==> config.mk <==
export PLATFORM = sky130hd
export DESIGN_NAME = multipart_body_parser_unit
export DESIGN_NICKNAME = d
export VERILOG_FILES = /design/src/hw/rtl/mbp_pkg.sv /design/src/hw/rtl/mbp_ctrl.sv /design/src/hw/rtl/mbp_datapath.sv /design/src/hw/rtl/multipart_body_parser_unit.sv
export SDC_FILE = /design/constraint.sdc
export NUM_CORES = 1
export LEC_CHECK = 0
export ABC_AREA = 1
export BUFFER_PORTS_ARGS = -buffer_cell sky130_fd_sc_hd__clkbuf_2
export CORE_UTILIZATION = 61
export CTS_CLUSTER_SIZE = 28
export DETAILED_ROUTE_END_ITERATION = 16
export PLACE_DENSITY = 0.79
export SYNTH_ARGS = -nofsm -noshare
export SYNTH_HDL_FRONTEND = slang
export SYNTH_SLANG_ARGS = --single-unit
==> constraint.sdc <==
create_clock -name clock -period 5.83 [get_ports clock]
set_input_delay 1.166 -clock clock [delete_from_list [all_inputs] [get_ports clock]]
set_output_delay 1.166 -clock clock [all_outputs]
set_load 0.005 [all_outputs]
==> src/hw/rtl/mbp_pkg.sv <==
// Shared types, character codes, parser phase codes and the command/status
// structs that join the controller and the datapath of the multipart parser.
// No dependencies.
package mbp_pkg;

   // Boundary storage
   localparam int MAX_BOUNDARY = 56;
   localparam int NUM_WORDS    = 7;
   localparam int WORD_W       = 64;

   // Payload of the request and result channels
   typedef struct packed {
      logic [7:0] in_byte;
      logic       stream_ends;
   } req_type;

   typedef struct packed {
      logic [3:0] event_kind;
      logic [7:0] event_byte;
      logic       last_event;
   } rsp_type;

   // Configuration register indexes
   localparam logic [2:0] CSR_BOUNDARY_LEN = 3'd0;

   // Characters
   localparam logic [7:0] CHAR_CR     = 8'd13;
   localparam logic [7:0] CHAR_LF     = 8'd10;
   localparam logic [7:0] CHAR_HYPHEN = 8'h2d;
   localparam logic [7:0] CHAR_COLON  = 8'h3a;
   localparam logic [7:0] CHAR_SPACE  = 8'h20;
   localparam logic [7:0] CHAR_LOW_A  = 8'h61;
   localparam logic [7:0] CHAR_LOW_Z  = 8'h7a;
   localparam logic [7:0] CHAR_UP_A   = 8'h41;
   localparam logic [7:0] CHAR_UP_Z   = 8'h5a;

   // Event kinds
   localparam logic [3:0] EV_PART_BEGIN = 4'd0;
   localparam logic [3:0] EV_NAME_BYTE  = 4'd1;
   localparam logic [3:0] EV_NAME_END   = 4'd2;
   localparam logic [3:0] EV_VALUE_BYTE = 4'd3;
   localparam logic [3:0] EV_VALUE_END  = 4'd4;
   localparam logic [3:0] EV_HDR_DONE   = 4'd5;
   localparam logic [3:0] EV_DATA_BYTE  = 4'd6;
   localparam logic [3:0] EV_PART_END   = 4'd7;
   localparam logic [3:0] EV_BODY_END   = 4'd8;
   localparam logic [3:0] EV_ERROR      = 4'd9;

   // Parser phases
   localparam logic [3:0] PH_START  = 4'd0;
   localparam logic [3:0] PH_NAME   = 4'd1;
   localparam logic [3:0] PH_VSTART = 4'd2;
   localparam logic [3:0] PH_VALUE  = 4'd3;
   localparam logic [3:0] PH_VLF    = 4'd4;
   localparam logic [3:0] PH_HLF    = 4'd5;
   localparam logic [3:0] PH_DATA   = 4'd6;
   localparam logic [3:0] PH_ALMOST = 4'd7;
   localparam logic [3:0] PH_BOUND  = 4'd8;
   localparam logic [3:0] PH_AEND   = 4'd9;
   localparam logic [3:0] PH_FHYPH  = 4'd10;
   localparam logic [3:0] PH_PLF    = 4'd11;
   localparam logic [3:0] PH_END    = 4'd12;
   localparam logic [3:0] PH_ERR    = 4'd13;

   // Event source selected for emission, in emission order
   localparam logic [1:0] SEL_HDR   = 2'd0;
   localparam logic [1:0] SEL_FLUSH = 2'd1;
   localparam logic [1:0] SEL_MAIN  = 2'd2;
   localparam logic [1:0] SEL_ERR   = 2'd3;

   typedef struct packed {
      logic       load;   // take the request and plan its events
      logic       emit;   // push one event into the result register
      logic [1:0] sel;    // which pending source to emit
      logic       last;   // this event closes the request
   } dp_cmd_type;

   typedef struct packed {
      logic hdr_pend;
      logic flush_pend;
      logic flush_one;
      logic main_pend;
      logic err_pend;
      logic out_free;
   } dp_status_type;

endpackage

==> src/hw/rtl/mbp_ctrl.sv <==
// Controller of the multipart parser: takes one request at a time and
// drains its planned events in order. Depends on mbp_pkg.
module mbp_ctrl
   import mbp_pkg::*;
(
   input  logic          clock,
   input  logic          reset,
   input  logic          req_valid,
   output logic          req_stall,
   input  dp_status_type status,
   output dp_cmd_type    cmd
);

   localparam logic S_IDLE = 1'b0;
   localparam logic S_BUSY = 1'b1;

   logic state_ff;
   logic state_in;
   logic any_pend;

   assign any_pend = status.hdr_pend | status.flush_pend | status.main_pend | status.err_pend;
   assign req_stall = (state_ff != S_IDLE);

   // Take a request while idle; while busy, pick the next event source and tell whether it is the final one
   always_comb begin
      cmd      = '0;
      state_in = state_ff;
      case (state_ff)
         S_IDLE: begin
            if (req_valid) begin
               cmd.load = 1'b1;
               state_in = S_BUSY;
            end
         end
         S_BUSY: begin
            if (!any_pend) begin
               state_in = S_IDLE;
            end else begin
               if (status.hdr_pend) begin
                  cmd.sel  = SEL_HDR;
                  cmd.last = !status.flush_pend && !status.main_pend && !status.err_pend;
               end else if (status.flush_pend) begin
                  cmd.sel  = SEL_FLUSH;
                  cmd.last = status.flush_one && !status.main_pend && !status.err_pend;
               end else if (status.main_pend) begin
                  cmd.sel  = SEL_MAIN;
                  cmd.last = !status.err_pend;
               end else begin
                  cmd.sel  = SEL_ERR;
                  cmd.last = 1'b1;
               end
               cmd.emit = status.out_free;
               if (status.out_free && cmd.last) begin
                  state_in = S_IDLE;
               end
            end
         end
         default: begin
            state_in = S_IDLE;
         end
      endcase
   end

   always_ff @(posedge clock) begin
      if (reset) begin
         state_ff <= S_IDLE;
      end else begin
         state_ff <= state_in;
      end
   end

endmodule

==> src/hw/rtl/mbp_datapath.sv <==
// Datapath of the multipart parser: boundary registers, parser state, the
// per-request event plan and the result register. Depends on mbp_pkg.
module mbp_datapath
   import mbp_pkg::*;
(
   input  logic          clock,
   input  logic          reset,
   input  req_type       req_payload,
   input  logic          csr_write,
   input  logic [2:0]    csr_index,
   input  logic [63:0]   csr_wdata,
   input  dp_cmd_type    cmd,
   output dp_status_type status,
   output logic          rsp_valid,
   input  logic          rsp_stall,
   output rsp_type       rsp_payload
);

   // Configuration
   logic [5:0]                       blen_ff, blen_in;
   logic [NUM_WORDS-1:0][WORD_W-1:0] bwords_ff, bwords_in;

   // Parser state
   logic [3:0] phase_ff, phase_in;
   logic [5:0] mc_ff, mc_in;
   logic       hdp_ff, hdp_in;

   // Event plan of the current request
   logic       hdr_pend_ff, hdr_pend_in;
   logic [5:0] flush_idx_ff, flush_idx_in;
   logic [5:0] flush_left_ff, flush_left_in;
   logic       main_pend_ff, main_pend_in;
   logic [3:0] main_kind_ff, main_kind_in;
   logic [7:0] main_byte_ff, main_byte_in;
   logic       err_pend_ff, err_pend_in;

   // Result register
   logic       rsp_valid_ff, rsp_valid_in;
   rsp_type    rsp_ff, rsp_in;

   logic [5:0] eff_len;
   logic [5:0] total;
   logic [5:0] look_k;
   logic [7:0] delim;
   logic [7:0] flush_char;
   logic [5:0] mc_inc;
   logic [5:0] flush_keep;
   logic [7:0] c;
   logic       is_name_char;

   // Character k of the delimiter: two hyphens, then the boundary
   function automatic logic [7:0] delim_char(input logic [5:0] k,
                                             input logic [NUM_WORDS-1:0][WORD_W-1:0] w);
      logic [5:0] j;
      logic [7:0] r;
      j = k - 6'd2;
      if (k < 6'd2) begin
         r = CHAR_HYPHEN;
      end else if (j >= 6'(MAX_BOUNDARY)) begin
         r = 8'd0;
      end else begin
         r = w[j[5:3]][{j[2:0], 3'b000} +: 8];
      end
      return r;
   endfunction

   // Clamp the boundary length
   always_comb begin
      if (blen_ff == 6'd0) begin
         eff_len = 6'd1;
      end else if (blen_ff > 6'(MAX_BOUNDARY)) begin
         eff_len = 6'(MAX_BOUNDARY);
      end else begin
         eff_len = blen_ff;
      end
   end
   assign total = eff_len + 6'd2;

   // One delimiter lookup: match position at load, flush position otherwise
   assign look_k     = cmd.load ? mc_ff : (flush_idx_ff - 6'd2);
   assign delim      = delim_char(look_k, bwords_ff);
   assign flush_char = (flush_idx_ff == 6'd0) ? CHAR_CR :
                       (flush_idx_ff == 6'd1) ? CHAR_LF : delim;

   assign c            = req_payload.in_byte;
   assign mc_inc       = mc_ff + 6'd1;
   assign flush_keep   = (mc_ff < total) ? mc_ff : total;
   assign is_name_char = (c == CHAR_HYPHEN) ||
                         (c inside {[CHAR_LOW_A:CHAR_LOW_Z], [CHAR_UP_A:CHAR_UP_Z]});

   // Configuration writes
   always_comb begin
      blen_in   = blen_ff;
      bwords_in = bwords_ff;
      if (csr_write) begin
         if (csr_index == CSR_BOUNDARY_LEN) begin
            blen_in = csr_wdata[5:0];
         end else begin
            bwords_in[csr_index - 3'd1] = csr_wdata;
         end
      end
   end

   // Plan the events of a request and advance the parser; drain on emit
   always_comb begin
      phase_in      = phase_ff;
      mc_in         = mc_ff;
      hdp_in        = hdp_ff;
      hdr_pend_in   = hdr_pend_ff;
      flush_idx_in  = flush_idx_ff;
      flush_left_in = flush_left_ff;
      main_pend_in  = main_pend_ff;
      main_kind_in  = main_kind_ff;
      main_byte_in  = main_byte_ff;
      err_pend_in   = err_pend_ff;

      if (cmd.emit) begin
         case (cmd.sel)
            SEL_HDR:   hdr_pend_in = 1'b0;
            SEL_FLUSH: begin
               flush_idx_in  = flush_idx_ff + 6'd1;
               flush_left_in = flush_left_ff - 6'd1;
            end
            SEL_MAIN:  main_pend_in = 1'b0;
            default:   err_pend_in = 1'b0;
         endcase
      end

      if (cmd.load) begin
         hdr_pend_in   = 1'b0;
         flush_idx_in  = 6'd0;
         flush_left_in = 6'd0;
         main_pend_in  = 1'b0;
         main_kind_in  = EV_DATA_BYTE;
         main_byte_in  = c;
         err_pend_in   = 1'b0;
         case (phase_ff)
            PH_START: begin
               if (mc_ff < total) begin
                  if (c == delim) begin
                     mc_in = mc_inc;
                  end else begin
                     err_pend_in = 1'b1;
                     phase_in    = PH_ERR;
                  end
               end else if (mc_ff == total) begin
                  if (c == CHAR_CR) begin
                     mc_in = mc_inc;
                  end else begin
                     err_pend_in = 1'b1;
                     phase_in    = PH_ERR;
                  end
               end else if (c == CHAR_LF) begin
                  main_pend_in = 1'b1;
                  main_kind_in = EV_PART_BEGIN;
                  main_byte_in = 8'd0;
                  mc_in        = 6'd0;
                  phase_in     = PH_NAME;
               end else begin
                  err_pend_in = 1'b1;
                  phase_in    = PH_ERR;
               end
            end
            PH_NAME: begin
               if (c == CHAR_CR) begin
                  phase_in = PH_HLF;
               end else if (c == CHAR_COLON) begin
                  main_pend_in = 1'b1;
                  main_kind_in = EV_NAME_END;
                  main_byte_in = 8'd0;
                  phase_in     = PH_VSTART;
               end else if (is_name_char) begin
                  main_pend_in = 1'b1;
                  main_kind_in = EV_NAME_BYTE;
               end else begin
                  err_pend_in = 1'b1;
                  phase_in    = PH_ERR;
               end
            end
            PH_VSTART, PH_VALUE: begin
               if (phase_ff == PH_VSTART && c == CHAR_SPACE) begin
                  phase_in = PH_VSTART;
               end else if (c == CHAR_CR) begin
                  main_pend_in = 1'b1;
                  main_kind_in = EV_VALUE_END;
                  main_byte_in = 8'd0;
                  phase_in     = PH_VLF;
               end else begin
                  main_pend_in = 1'b1;
                  main_kind_in = EV_VALUE_BYTE;
                  phase_in     = PH_VALUE;
               end
            end
            PH_VLF: begin
               if (c == CHAR_LF) begin
                  phase_in = PH_NAME;
               end else begin
                  err_pend_in = 1'b1;
                  phase_in    = PH_ERR;
               end
            end
            PH_HLF: begin
               if (c == CHAR_LF) begin
                  phase_in = PH_DATA;
                  hdp_in   = 1'b1;
               end else begin
                  err_pend_in = 1'b1;
                  phase_in    = PH_ERR;
               end
            end
            PH_DATA: begin
               if (hdp_ff) begin
                  hdr_pend_in = 1'b1;
                  hdp_in      = 1'b0;
               end
               if (c == CHAR_CR) begin
                  phase_in = PH_ALMOST;
               end else begin
                  main_pend_in = 1'b1;
               end
            end
            PH_ALMOST: begin
               if (c == CHAR_LF) begin
                  phase_in = PH_BOUND;
                  mc_in    = 6'd0;
               end else begin
                  // release the held CR; a further CR is held anew, any other byte is data
                  flush_left_in = 6'd1;
                  if (c == CHAR_CR) begin
                     phase_in = PH_ALMOST;
                  end else begin
                     phase_in     = PH_DATA;
                     main_pend_in = 1'b1;
                  end
               end
            end
            PH_BOUND: begin
               if (c != delim) begin
                  // release CR LF and the matched delimiter prefix
                  flush_left_in = flush_keep + 6'd2;
                  mc_in         = 6'd0;
                  if (c == CHAR_CR) begin
                     phase_in = PH_ALMOST;
                  end else begin
                     phase_in     = PH_DATA;
                     main_pend_in = 1'b1;
                  end
               end else if (mc_inc >= total) begin
                  main_pend_in = 1'b1;
                  main_kind_in = EV_PART_END;
                  main_byte_in = 8'd0;
                  mc_in        = 6'd0;
                  phase_in     = PH_AEND;
               end else begin
                  mc_in = mc_inc;
               end
            end
            PH_AEND: begin
               if (c == CHAR_HYPHEN) begin
                  phase_in = PH_FHYPH;
               end else if (c == CHAR_CR) begin
                  phase_in = PH_PLF;
               end else begin
                  err_pend_in = 1'b1;
                  phase_in    = PH_ERR;
               end
            end
            PH_FHYPH: begin
               if (c == CHAR_HYPHEN) begin
                  main_pend_in = 1'b1;
                  main_kind_in = EV_BODY_END;
                  main_byte_in = 8'd0;
                  phase_in     = PH_END;
               end else begin
                  err_pend_in = 1'b1;
                  phase_in    = PH_ERR;
               end
            end
            PH_PLF: begin
               if (c == CHAR_LF) begin
                  main_pend_in = 1'b1;
                  main_kind_in = EV_PART_BEGIN;
                  main_byte_in = 8'd0;
                  phase_in     = PH_NAME;
               end else begin
                  err_pend_in = 1'b1;
                  phase_in    = PH_ERR;
               end
            end
            PH_END, PH_ERR: begin
               phase_in = phase_ff;
            end
            default: begin
               err_pend_in = 1'b1;
               phase_in    = PH_ERR;
            end
         endcase
         // stream ended before the body end
         if (req_payload.stream_ends && phase_in != PH_END && phase_in != PH_ERR) begin
            err_pend_in = 1'b1;
            phase_in    = PH_ERR;
         end
      end
   end

   // Build the selected event; hold the result register while stalled
   always_comb begin
      rsp_in       = rsp_ff;
      rsp_valid_in = rsp_valid_ff && rsp_stall;
      if (cmd.emit) begin
         rsp_valid_in      = 1'b1;
         rsp_in.last_event = cmd.last;
         case (cmd.sel)
            SEL_HDR: begin
               rsp_in.event_kind = EV_HDR_DONE;
               rsp_in.event_byte = 8'd0;
            end
            SEL_FLUSH: begin
               rsp_in.event_kind = EV_DATA_BYTE;
               rsp_in.event_byte = flush_char;
            end
            SEL_MAIN: begin
               rsp_in.event_kind = main_kind_ff;
               rsp_in.event_byte = main_byte_ff;
            end
            default: begin
               rsp_in.event_kind = EV_ERROR;
               rsp_in.event_byte = 8'd0;
            end
         endcase
      end
   end

   always_ff @(posedge clock) begin
      if (reset) begin
         blen_ff       <= 6'd1;
         bwords_ff     <= '0;
         phase_ff      <= PH_START;
         mc_ff         <= 6'd0;
         hdp_ff        <= 1'b0;
         hdr_pend_ff   <= 1'b0;
         flush_left_ff <= 6'd0;
         main_pend_ff  <= 1'b0;
         err_pend_ff   <= 1'b0;
         rsp_valid_ff  <= 1'b0;
      end else begin
         blen_ff       <= blen_in;
         bwords_ff     <= bwords_in;
         phase_ff      <= phase_in;
         mc_ff         <= mc_in;
         hdp_ff        <= hdp_in;
         hdr_pend_ff   <= hdr_pend_in;
         flush_left_ff <= flush_left_in;
         main_pend_ff  <= main_pend_in;
         err_pend_ff   <= err_pend_in;
         rsp_valid_ff  <= rsp_valid_in;
      end
   end

   always_ff @(posedge clock) begin
      flush_idx_ff <= flush_idx_in;
      main_kind_ff <= main_kind_in;
      main_byte_ff <= main_byte_in;
      rsp_ff       <= rsp_in;
   end

   assign status.hdr_pend   = hdr_pend_ff;
   assign status.flush_pend = (flush_left_ff != 6'd0);
   assign status.flush_one  = (flush_left_ff == 6'd1);
   assign status.main_pend  = main_pend_ff;
   assign status.err_pend   = err_pend_ff;
   assign status.out_free   = !rsp_valid_ff || !rsp_stall;

   assign rsp_valid   = rsp_valid_ff;
   assign rsp_payload = rsp_ff;

endmodule

==> src/hw/rtl/multipart_body_parser_unit.sv <==
// Multipart body parser: streams body bytes in and parse events out.
// Top level; instantiates mbp_ctrl and mbp_datapath, uses mbp_pkg.
// Usage:
//   Request channel (req_valid/req_stall/req_payload) carries one body byte
//   and a stream-end flag. Result channel (rsp_valid/rsp_stall/rsp_payload)
//   carries events; last_event marks the final event of a request.
//   The csr_ port writes the boundary length (index 0) and the seven
//   boundary words (indexes 1..7); write only while the block is idle.
// Timing:
//   A request is taken while the sequencer is idle; its events then follow
//   one per cycle from the result register while rsp_stall is low. An
//   ordinary data byte makes one event. A failed delimiter match releases
//   the held CR, LF and delimiter prefix as data, up to 59 extra events,
//   one per cycle while rsp_stall is low.
//   The event sequencer handles one request at a time; req_stall stays
//   high until its last event is loaded into the result register.
// Reset: synchronous; clears the parser to the opening-delimiter phase,
//   the boundary length to 1, the boundary words to zero, drops any event.
// Stall: while rsp_stall is high the result register holds its event and
//   the sequencer waits; nothing is lost or repeated.
module multipart_body_parser_unit
   import mbp_pkg::*;
(
   input  logic        clock,
   input  logic        reset,
   input  logic        req_valid,
   output logic        req_stall,
   input  req_type     req_payload,
   output logic        rsp_valid,
   input  logic        rsp_stall,
   output rsp_type     rsp_payload,
   input  logic        csr_write,
   input  logic [2:0]  csr_index,
   input  logic [63:0] csr_wdata
);

   dp_cmd_type    cmd;
   dp_status_type status;

   // Sequence requests and events
   mbp_ctrl u_ctrl (
      .clock     (clock),
      .reset     (reset),
      .req_valid (req_valid),
      .req_stall (req_stall),
      .status    (status),
      .cmd       (cmd)
   );

   // Parse and hold the result register
   mbp_datapath u_datapath (
      .clock       (clock),
      .reset       (reset),
      .req_payload (req_payload),
      .csr_write   (csr_write),
      .csr_index   (csr_index),
      .csr_wdata   (csr_wdata),
      .cmd         (cmd),
      .status      (status),
      .rsp_valid   (rsp_valid),
      .rsp_stall   (rsp_stall),
      .rsp_payload (rsp_payload)
   );

endmodule
==> results.json <==
{
  "status": "completed",
  "vdd.ir_drop.worst_v": 0.000246,
  "synth_ff_type": "dfxtp_1",
  "vias_per_cell": 5.68,
  "cpPeakStageDelay_ns": 0.34,
  "finalHoldViolCount": 0,
  "die_y_um": 208,
  "grt_pass1_wl_mm": 121,
  "rows": 75,
  "finClkSkew_ns": 0.0161,
  "crit_start": "req_valid",
  "holdBufCountCts": 0,
  "clock.fmax_ghz": 0.214,
  "worst_r2r_path_depth": 28,
  "worstMarginPinSlew_ns": 0.985,
  "clockRootBuffer": "clkbuf_16",
  "layout_worst_path_cycle_share": 0.803,
  "place_area_um2": 26300,
  "synth_cells": 3868,
  "whs_ns": 0.452,
  "crit_type": "input port to flop",
  "comb_power_share": 0.234,
  "crit_path_max_fanout": 27,
  "cts_setup_buffers": 0,
  "start_util": 0.618,
  "portBuffers": 95,
  "pin_count": 96,
  "final_core_util": 0.669,
  "clockBufferDepth": 3,
  "cts_tree": "yes",
  "grt_usage": 0.341,
  "cts_buffers": 53,
  "coreArea_um2": 41900,
  "syn_nets": 3974,
  "drt_pre_antenna_iters": 5,
  "drt_iter0_markers": 2495,
  "antenna_found_initial": 3,
  "leakage_nw": 12.5,
  "fp.dieW_um": 208,
  "dp_hpwl_mm": 44.3,
  "cts_resized": 0,
  "reg2reg_slack_ns": 1.37,
  "ys_ff_latch": 507,
  "dieArea_um2": 43200,
  "syn_area_um2": 25900,
  "clkLatencyLatePin_ns": 0.61,
  "worst_slack_ns": 1.15,
  "reg2reg_to": "u_datapath.main_byte_ff[2]",
  "vias": 24984,
  "critPathMostFrequentCell": "nand2_1",
  "startpoint_type": "input port",
  "fin_tns_setup_ns": 0,
  "synthToLayoutAreaGrowth_pct": 8.32,
  "layout_common_cells": "nand2_1, nor2_1, o21ai_0",
  "layout.cells.non_filler": 4395,
  "p_total_mw": 9.33,
  "synth_largest_area_cell": "dfxtp_1",
  "drcViolationCount": 0,
  "synth.top_cell.area_share": 0.373,
  "netSwitchingFraction": 0.321,
  "synth_sequential_area_ratio": 0.402,
  "slowest_stage": "buf_4",
  "routed_wl_mm": 75.0,
  "ctsHtreeMaxLevel": 2,
  "post-place-ws_ns": 0.628,
  "ant_nets": 0,
  "drv_cap": 0,
  "grt_setup_unrepaired": "no",
  "dp.cells": 4298,
  "routedWlPerCell_um": 17.1,
  "synth.distinct_cells": 54,
  "p_sw_mw": 3.00,
  "crit_path_end_kind": "flop",
  "synth.area.top_cells": "dfxtp_1, nand2_1, o21ai_0, nand3_1, nor2_1",
  "synth_area_per_cell_um2": 6.69,
  "grt_pass1_vias": 22910,
  "final_common_cell": "nand2_1",
  "grt_max_degree": 170,
  "slew_viol_final": 0,
  "nNetsFinal": 3920,
  "cts.clk_slew.worst_paths_ns": 0.06,
  "routabilityCongestion": 0.964,
  "power_frac_clock": 0.365,
  "p_per_area_nw_per_um2": 333,
  "synth_edf_count": 25,
  "arrival_ns": 5.04,
  "num-fill-cells": 3777,
  "drive_above_1_share": 0.0853,
  "setup_viol": 0,
  "clock_sinks": 507,
  "power_frac_seq": 0.401,
  "gr-total-overflow": 0,
  "slew_headroom": 0.343,
  "p_int_mw": 6.33,
  "fin_crit_ns": 4.68,
  "synth-warning-count": 0,
  "cp-endpoint": "u_datapath.main_byte_ff[2]",
  "crit_required_ns": 6.19,
  "hp-class": "flop to flop",
  "r2r_start": "u_ctrl.req_stall",
  "stdcell_area_um2": 28000,
  "postSynth.asyncResetShare": 0
}
==> worst min-delay path by stage <==
stage	start	endpoint	slack, ns	depth (start not counted)
final	u_datapath.bwords_ff[68]	u_datapath.bwords_ff[68]	0.45	2
after global placement	u_datapath.bwords_ff[350]	u_datapath.bwords_ff[350]	0.44	2
after global routing	u_datapath.bwords_ff[347]	u_datapath.bwords_ff[347]	0.46	2
after floorplan	u_datapath.bwords_ff[101]	u_datapath.bwords_ff[101]	0.43	2
after detailed placement	u_datapath.bwords_ff[123]	u_datapath.bwords_ff[123]	0.44	2
after CTS	u_datapath.bwords_ff[350]	u_datapath.bwords_ff[350]	0.45	2
==> power groups by stage <==
stage                     logic [mW]  clock network (mW)  registers (mW)
after floorplan                 1.61                   0            3.80
after global routing            2.42                3.56            3.76
after global placement          2.12                   0            3.81
after CTS                       2.15                3.42            3.74
after detailed placement        2.13                   0            3.81
final                           2.18                3.41            3.74
==> synth_stat cells (13+ instances only) <==
library cell	number
clkbuf_1	156
o21ai_0	495
buf_2	36
buf_6	29
buf_4	20
nand3_1	423
or2_2	44
nor2_1	562
edfxtp_1	25
a21oi_1	282
nand2_2	13
nor3_1	19
dfxtp_1	482
nand3b_1	17
nand2_1	680
or2_1	21
ha_1	25
inv_1	416
==> kinds of logic after synthesis <==
group           count (synthesis)  share of synthesized area
buf+inv                       685                      0.117
compound gates                828                      0.165
flops                         507                      0.402
simple gates                 1812                      0.300
fa+ha+maj                      25                     0.0121
xor+xnor                       11                    0.00373
==> sequential cells by signal, indices dropped and copies added, names as in the netlist, 6 cells and up <==
register and flops:
u_datapath.bwords_ff 448, u_datapath.rsp_payload 13, u_datapath.main_byte_ff 8, u_datapath.blen_ff 6
u_datapath.flush_idx_ff 6, u_datapath.flush_left_ff 6, u_datapath.mc_ff 6
==> metal layers <==
metal / global-route usage / vias to the layer above / share of wire
li1: - / 12333 / -
met1: 0.454 / 11425 / 0.42
met2: 0.551 / 1041 / 0.45
met3: 0.0589 / 181 / 0.088
met4: 0.138 / 4 / 0.036
met5: 0 / - / 0.00041
==> worst max-delay path: cells and delay by family <==
family | cells | cell delay, ns
compound gates | 2 | 0.38
buf+inv | 6 | 1.09
simple gates | 20 | 2.36
==> layout make-up <==
cell class / instances / area, µm² / share of cell area
multi-input combinational: 2676 / 12500 / 0.447
tap: 539 / 674 / 0.0241
antenna: 1 / 2.50 / 0.0000893
clock buffer: 73 / 1540 / 0.0551
clock inverter: 23 / 190 / 0.00679
sequential: 507 / 10400 / 0.371
inverter: 429 / 1630 / 0.0582
timing repair buffer: 147 / 1050 / 0.0376
No activity file was read; power rests on OpenSTA's default activity.
